[config.mk]
export PLATFORM = sky130hd
export DESIGN_NAME = pgpc_controller
export DESIGN_NICKNAME = d
export VERILOG_FILES = /design/src/hw/rtl/pgpc_pkg.sv /design/src/hw/rtl/pgpc_controller.sv
export SDC_FILE = /design/constraint.sdc
export NUM_CORES = 1
export LEC_CHECK = 0
export BUFFER_PORTS_ARGS = -buffer_cell sky130_fd_sc_hd__buf_4
export CORE_MARGIN = 5
export CORE_UTILIZATION = 46
export CTS_BUF_LIST = sky130_fd_sc_hd__clkbuf_16
export DETAILED_ROUTE_END_ITERATION = 10
export PLACE_DENSITY = 0.79
export RECOVER_POWER = 25
export SLEW_MARGIN = 20
export SYNTH_ARGS = -nofsm -noshare
export SYNTH_HDL_FRONTEND = slang
export SYNTH_SLANG_ARGS = --single-unit
[constraint.sdc]
create_clock -name clk -period 2.6 [get_ports clk]
set_input_delay 0.39 -clock clk [delete_from_list [all_inputs] [get_ports clk]]
set_output_delay 0.39 -clock clk [all_outputs]
set_load 0.05 [all_outputs]
[src/hw/rtl/pgpc_pkg.sv]
// pgpc_pkg: shared types and constants for the prime-gcd pair counter.
// No dependencies.
package pgpc_pkg;
    localparam int TABLE_SIZE  = 65536;
    localparam int PRIME_SLOTS = 8192;
    localparam int IDX_W = $clog2(TABLE_SIZE);
    localparam int PIDX_W = $clog2(PRIME_SLOTS);
    localparam int LIM_W = 16;
    localparam int DIV_W = 17;
    localparam int DIV_CNT_W = $clog2(DIV_W + 1);

    typedef enum logic [4:0] {
        ST_CLEAR, ST_SV_INIT, ST_SV_TOP, ST_SV_PRIME, ST_SV_KRD, ST_SV_KWAIT,
        ST_SV_KCHK, ST_SV_DIV, ST_SV_MRD, ST_SV_MWAIT, ST_SV_MWR, ST_PF_RD,
        ST_PF_WAIT, ST_PF_WR, ST_IDLE, ST_Q_DIVA, ST_Q_DIVB, ST_Q_DIVH1,
        ST_Q_DIVH2, ST_Q_RD1, ST_Q_RD2, ST_Q_MUL1, ST_Q_MUL2, ST_Q_NEXT,
        ST_Q_DONE
    } state_t;

    // divider operands: n/i, m/i, n/a, m/b and the sieve's i/p
    typedef enum logic [2:0] {
        DSEL_NI, DSEL_MI, DSEL_NA, DSEL_MB, DSEL_IP
    } dsel_t;

    // controller -> datapath
    typedef struct packed {
        logic    clr_step;
        logic    sv_init;
        logic    sv_prime;
        logic    k_rd;
        logic    m_rd;
        logic    m_wr;
        logic    i_inc;
        logic    pf_rd;
        logic    pf_wr;
        logic    q_load;
        logic    div_start;
        dsel_t   div_arg;
        dsel_t   div_sel;
        logic    div_take;
        logic    rd1;
        logic    rd2;
        logic    mul1;
        logic    mul2;
        logic    q_next;
        logic    done;
    } ctl_t;

    // datapath -> controller
    typedef struct packed {
        logic clr_last;
        logic i_end;
        logic is_prime;
        logic k_end;
        logic k_break;
        logic k_divides;
        logic pf_last;
        logic div_done;
        logic q_empty;
        logic q_end;
    } sts_t;
endpackage

[src/hw/rtl/pgpc_controller.sv]
// pgpc_controller: sequencer for table clearing, sieve, prefix pass and queries.
// Depends on pgpc_pkg.
module pgpc_controller
    import pgpc_pkg::*;
(
    input  logic clk,
    input  logic rst_n,
    input  logic start,
    input  sts_t sts,
    output ctl_t ctl,
    output logic busy,
    output logic done
);
    state_t state_reg, state_next;

    always_comb
    begin
        state_next = state_reg;
        unique case (state_reg)
            ST_CLEAR:    if (sts.clr_last) state_next = ST_SV_INIT;
            ST_SV_INIT:  state_next = ST_SV_TOP;
            ST_SV_TOP:   state_next = sts.i_end ? ST_PF_RD : ST_SV_PRIME;
            ST_SV_PRIME: state_next = ST_SV_KRD;
            ST_SV_KRD:   state_next = sts.k_end ? ST_SV_TOP : ST_SV_KWAIT;
            ST_SV_KWAIT: state_next = ST_SV_KCHK;
            ST_SV_KCHK:  state_next = sts.k_break ? ST_SV_TOP : ST_SV_DIV;
            ST_SV_DIV:   if (sts.div_done) state_next = ST_SV_MRD;
            ST_SV_MRD:   state_next = ST_SV_MWAIT;
            ST_SV_MWAIT: state_next = ST_SV_MWR;
            ST_SV_MWR:   state_next = sts.k_divides ? ST_SV_TOP : ST_SV_KRD;
            ST_PF_RD:    state_next = ST_PF_WAIT;
            ST_PF_WAIT:  state_next = ST_PF_WR;
            ST_PF_WR:    state_next = sts.pf_last ? ST_IDLE : ST_PF_RD;
            ST_IDLE:     if (start) state_next = sts.q_empty ? ST_Q_DONE : ST_Q_DIVA;
            ST_Q_DIVA:   if (sts.div_done) state_next = ST_Q_DIVB;
            ST_Q_DIVB:   if (sts.div_done) state_next = ST_Q_DIVH1;
            ST_Q_DIVH1:  if (sts.div_done) state_next = ST_Q_DIVH2;
            ST_Q_DIVH2:  if (sts.div_done) state_next = ST_Q_RD1;
            ST_Q_RD1:    state_next = ST_Q_RD2;
            ST_Q_RD2:    state_next = ST_Q_MUL1;
            ST_Q_MUL1:   state_next = ST_Q_MUL2;
            ST_Q_MUL2:   state_next = ST_Q_NEXT;
            ST_Q_NEXT:   state_next = sts.q_end ? ST_Q_DONE : ST_Q_DIVA;
            ST_Q_DONE:   state_next = ST_IDLE;
            default:     state_next = ST_IDLE;
        endcase
    end

    // each divide state but the last (ST_Q_DIVH2) takes its quotient and launches
    // the next divide in the same cycle
    always_comb
    begin
        ctl = '0;
        ctl.div_sel = DSEL_NI;
        ctl.div_arg = DSEL_NI;
        unique case (state_reg)
            ST_CLEAR:    ctl.clr_step = 1'b1;
            ST_SV_INIT:  ctl.sv_init = 1'b1;
            ST_SV_TOP:   ;
            ST_SV_PRIME: ctl.sv_prime = sts.is_prime;
            ST_SV_KRD:
            begin
                ctl.k_rd = 1'b1;
                ctl.i_inc = sts.k_end;
            end
            ST_SV_KWAIT: ;
            ST_SV_KCHK:
            begin
                // i mod p decides whether p is the smallest factor of i
                ctl.i_inc = sts.k_break;
                ctl.div_arg = DSEL_IP;
                ctl.div_start = !sts.k_break;
            end
            ST_SV_DIV:   ctl.m_rd = sts.div_done;
            ST_SV_MRD:   ;
            ST_SV_MWAIT: ;
            ST_SV_MWR:
            begin
                ctl.m_wr = 1'b1;
                ctl.i_inc = sts.k_divides;
            end
            ST_PF_RD:    ctl.pf_rd = 1'b1;
            ST_PF_WAIT:  ;
            ST_PF_WR:    ctl.pf_wr = 1'b1;
            ST_IDLE:
            begin
                ctl.q_load = start;
                ctl.div_start = start && !sts.q_empty;
            end
            ST_Q_DIVA:
            begin
                ctl.div_sel = DSEL_NI;
                ctl.div_take = sts.div_done;
                ctl.div_arg = DSEL_MI;
                ctl.div_start = sts.div_done;
            end
            ST_Q_DIVB:
            begin
                ctl.div_sel = DSEL_MI;
                ctl.div_take = sts.div_done;
                ctl.div_arg = DSEL_NA;
                ctl.div_start = sts.div_done;
            end
            ST_Q_DIVH1:
            begin
                ctl.div_sel = DSEL_NA;
                ctl.div_take = sts.div_done;
                ctl.div_arg = DSEL_MB;
                ctl.div_start = sts.div_done;
            end
            ST_Q_DIVH2:
            begin
                ctl.div_sel = DSEL_MB;
                ctl.div_take = sts.div_done;
            end
            ST_Q_RD1:    ctl.rd1 = 1'b1;
            ST_Q_RD2:    ctl.rd2 = 1'b1;
            ST_Q_MUL1:   ctl.mul1 = 1'b1;
            ST_Q_MUL2:   ctl.mul2 = 1'b1;
            ST_Q_NEXT:
            begin
                ctl.q_next = 1'b1;
                ctl.div_start = !sts.q_end;
            end
            ST_Q_DONE:   ctl.done = 1'b1;
            default:     ;
        endcase
    end

    always_ff @(posedge clk or negedge rst_n)
    begin
        if (!rst_n) state_reg <= ST_CLEAR;
        else        state_reg <= state_next;
    end

    always_ff @(posedge clk or negedge rst_n)
    begin
        if (!rst_n) done <= 1'b0;
        else        done <= ctl.done;
    end

    assign busy = state_reg != ST_IDLE;
endmodule

[Word-level counts from Yosys, hierarchy flattened]
Cells that the tools add are included.
Storage, ports and cells
  flip-flop bits (word level): 6
  output and inout bits: 26
  bits of input ports: 13
  word-level logic and storage cells: 75
Operators by class
  equality and inequality tests: 32
  multiplexer cells: 34
  reductions and logical operators: 7
Operators by type and width (number)
  $pmux W5 S24: 1
  $eq A5 B5 Y1 const B: 9
  $mux W5: 9
  $eq A5 B4 Y1 const B: 8
  $pmux W3 S4: 2
  $eq A5 B3 Y1 const B: 4
  $mux W1: 15
  $ne A2 B2 Y1 const B: 7
  $mux W3: 4
  $eq A5 B2 Y1 const B: 2
  $reduce_and A7 Y1: 1
  $eq A5 B1 Y1 const B: 1
  $logic_not A5 Y1: 1
  $ne A5 B4 Y1 const B: 1
  $mux W4: 1
  $pmux W1 S4: 1
  $logic_not A1 Y1: 3
  $pmux W1 S3: 1
  $reduce_or A3 Y1: 1
  $logic_and A1 B1 Y1: 1

[Depth between registers and ports, before layout]
  word-level depth: 3
  depth in mapped cells: 6
  gate-level depth less buffers: 4

[Worst setup path after synthesis]
No wires, ideal clock.
  path type: register to output
  from: register state_reg[0]
  to: output ctl[0] (netlist name)
  stages on the path, launching flop included: 5
  arrival: 2669 ps
  required time: 2210 ps
  buffers on the path: 3
  path slack: -459 ps
  path through: dfrtp_1 -> clkbuf_1 -> clkbuf_1 -> buf_2 -> nor4b_1
RTL lines
  from (decl): RTL line pgpc_controller.sv:14  | state_t state_reg, state_next;
  from (signal assigned): RTL line pgpc_controller.sv:133  | else state_reg <= state_next;
  to (decl): RTL line pgpc_controller.sv:10  | output ctl_t ctl,

==> results.py <==
metrics = {
    "place": {
        "dp_slack_ns": 0.489,
        "hpwl_um": 2200,
        "gp_congestion": 0.909,
        "port_buffers": 37,
        "placed_cells": 174,
    },
    "timing": {
        "fin_skew_ns": 0.00400,
        "min_period_over_period_pct": 91.3,
        "tns_ns": 0,
        "max_freq_mhz": 421,
        "setup_violations": 0,
        "tightest_slew_ns": 0.575,
        "finalWorstSetupSlack_ns": 0.225,
        "fin_crit_ns": 2.37,
        "hold_viol_final": 0,
        "slew-limit-headroom_pct": 60.7,
        "hold_slack_ns": 0.550,
        "rsz0062_at_grt": "false",
        "drv_slew": 0,
    },
    "yosys": {
        "async_flop_share_pct": 100,
        "synth_nets": 132,
        "postSynthCellCount": 119,
        "yosys_warnings": 0,
        "syn_area_um2": 856,
        "synth_edf_count": 0,
        "synth_area_per_cell_um2": 7.19,
        "synth_seq_area_share_pct": 17.5,
        "ys_seq_elements": 6,
        "ys_types": 49,
        "ys.flop_type": "dfrtp_1",
    },
    "clock_tree": {
        "cts.repair.resized": 0,
        "clock_latency_ns": 0.23,
        "cts.path.max_buffers": 2,
        "cts.sink_count": 6,
        "path_clk_slew_ns": 0.04,
        "root_buffer": "clkbuf_16",
        "numCtsBuffers": 3,
        "h-tree-depth": 1,
        "cts_tree": "yes",
    },
    "power_and_ir_drop": {
        "leakage_nw": 0.554,
        "finalPower_mw": 1.61,
        "ir_worst_vdd_v": 0.000844,
        "powerDensity_nw_per_um2": 1310,
    },
    "worst_setup_path": {
        "critPathRequiredTime_ns": 2.21,
        "critPathKind": "flop to output pin",
        "crit_arrival_ns": 1.98,
        "path_max_fanout": 14,
        "cp-start-kind": "flop",
        "critPathCaptureType": "output pin",
    },
    "final_layout": {
        "post_route_cells_drive_above_1_share_pct": 33.3,
        "syn2layout_area_growth_pct": 43.9,
        "fin_cells": 178,
        "insertedDiodeCount": 0,
        "multi_input_area_um2": 631,
        "largest_reg_flops": 5,
        "fillers": 158,
        "nets": 168,
        "register_area_um2": 150,
    },
    "grt": {
        "grt_usage_pct": 22.7,
        "antenna_found_initial": 0,
        "grt_pass1_vias": 1020,
        "grt-ovfl-total": 0,
        "grt_pass1_wl_um": 4680,
        "grt_max_degree": 21,
    },
    "floorplanning": {
        "die-area_um2": 2820,
        "fp-row-count": 15,
        "die_w_um": 53.1,
        "coreArea_um2": 1750,
        "die-height_um": 53.1,
        "io_pins": 39,
        "start_util_pct": 49.0,
    },
    "routing": {
        "ant_nets": 0,
        "drt_iter0_drc": 50,
        "wl_per_cell_um": 16.4,
        "drt_wl_total_um": 2920,
        "drc": 0,
        "num_vias": 1068,
        "first_pass_iters": 4,
        "vias_per_cell": 6.00,
    },
    "flow_run": {
        "drv_cap": 0,
    },
    "min_path": {
        "hold_class": "input port to flop",
    },
    "outcome": {
        "status": "completed",
    },
}
final cells by class:
class	instances	area share [%]
multi-input cells	95	51.2
repair buffers	44	26.4
flip-flops and latches	6	12.2
clock buffers	3	6.10
well taps	25	2.54
inverters	5	1.52
kinds of logic after synthesis:
kind of cell | synth area share [%]
compound gates | 26.9
simple gates | 41.4
buf+inv | 10.1
xor+xnor | 1.02
mux | 2.63
other cells | 0.438
flops | 17.5
path summary, 6_finish.rpt:
path / startpoint / end / slack, ns / cells past startpoint
setup / recovery: state_reg[4] / ctl[13] / 0.23 / 4
hold / removal: sts[8] / state_reg[3] / 0.55 / 4
setup reg to reg: state_reg[4] / state_reg[0] / 0.55 / 5
hold reg to reg: state_reg[1] / done / 0.72 / 2
max in group asynchronous: rst_n / state_reg[2] / 1.79 / 2
min in group asynchronous: rst_n / done / 0.56 / 2
per-layer routing:
layer | vias to the layer above | part of all wire, % | GRT usage [%] | wire length (um)
li1 | 507 | - | - | -
met1 | 497 | 39 | 27.4 | 1150
met2 | 55 | 50 | 38.0 | 1460
met3 | 9 | 7.6 | 3.38 | 223
met4 | 0 | 2.8 | 12.3 | 81
met5 | - | 0 | 0 | 0
layout by cell type, fill, tap and decap left out, types with 3 or more instances in the layout:
cell type and count:
clkbuf_16 3, dfrtp_1 6, nor3_1 4, or3_1 3
inv_1 5, a21oi_1 3, o21a_1 3, nand3b_1 3
nor2_1 17, nand2_1 6, nand2b_1 3, buf_4 41
nor2b_1 3, nand3_1 6, o21ai_0 4
synthesized netlist by cell type, types with 4 or more instances:
cell | number | area (um2)
nand2_1 | 6 | 22.5
nand3_1 | 6 | 30.0
o21ai_0 | 4 | 20.0
nor3_1 | 4 | 20.0
dfrtp_1 | 6 | 150
buf_2 | 6 | 30.0
nor2_1 | 19 | 71.3
inv_1 | 5 | 18.8
report_power, final:
group	switching [mW]	internal, mW
Clock	0.0530	0.197
Combinational	0.728	0.417
Sequential	0.0818	0.137
critical path: stages, from the launching register on:
cell and delay, ns:
dfrtp_1 0.51, or3b_1 0.54, o32a_1 0.37, o211ai_1 0.11, buf_4 0.22
per-stage QoR:
step | cell area (um2) | util (%)
after floorplan | 873 | -
after global placement | 1160 | 66.5
after detailed placement | 1160 | 66.5
after CTS | 1240 | 71.3
after global routing | 1230 | 70.5
final | 1230 | 70.5
timing repair:
item / in CTS / in global routing
endpoints found under the hold margin: 6 / 0
endpoints found under the setup margin: 0 / 0
hold buffers: 1 / 0
setup buffers: 0 / 0
Note: power is estimated with default switching activity, not from simulation.
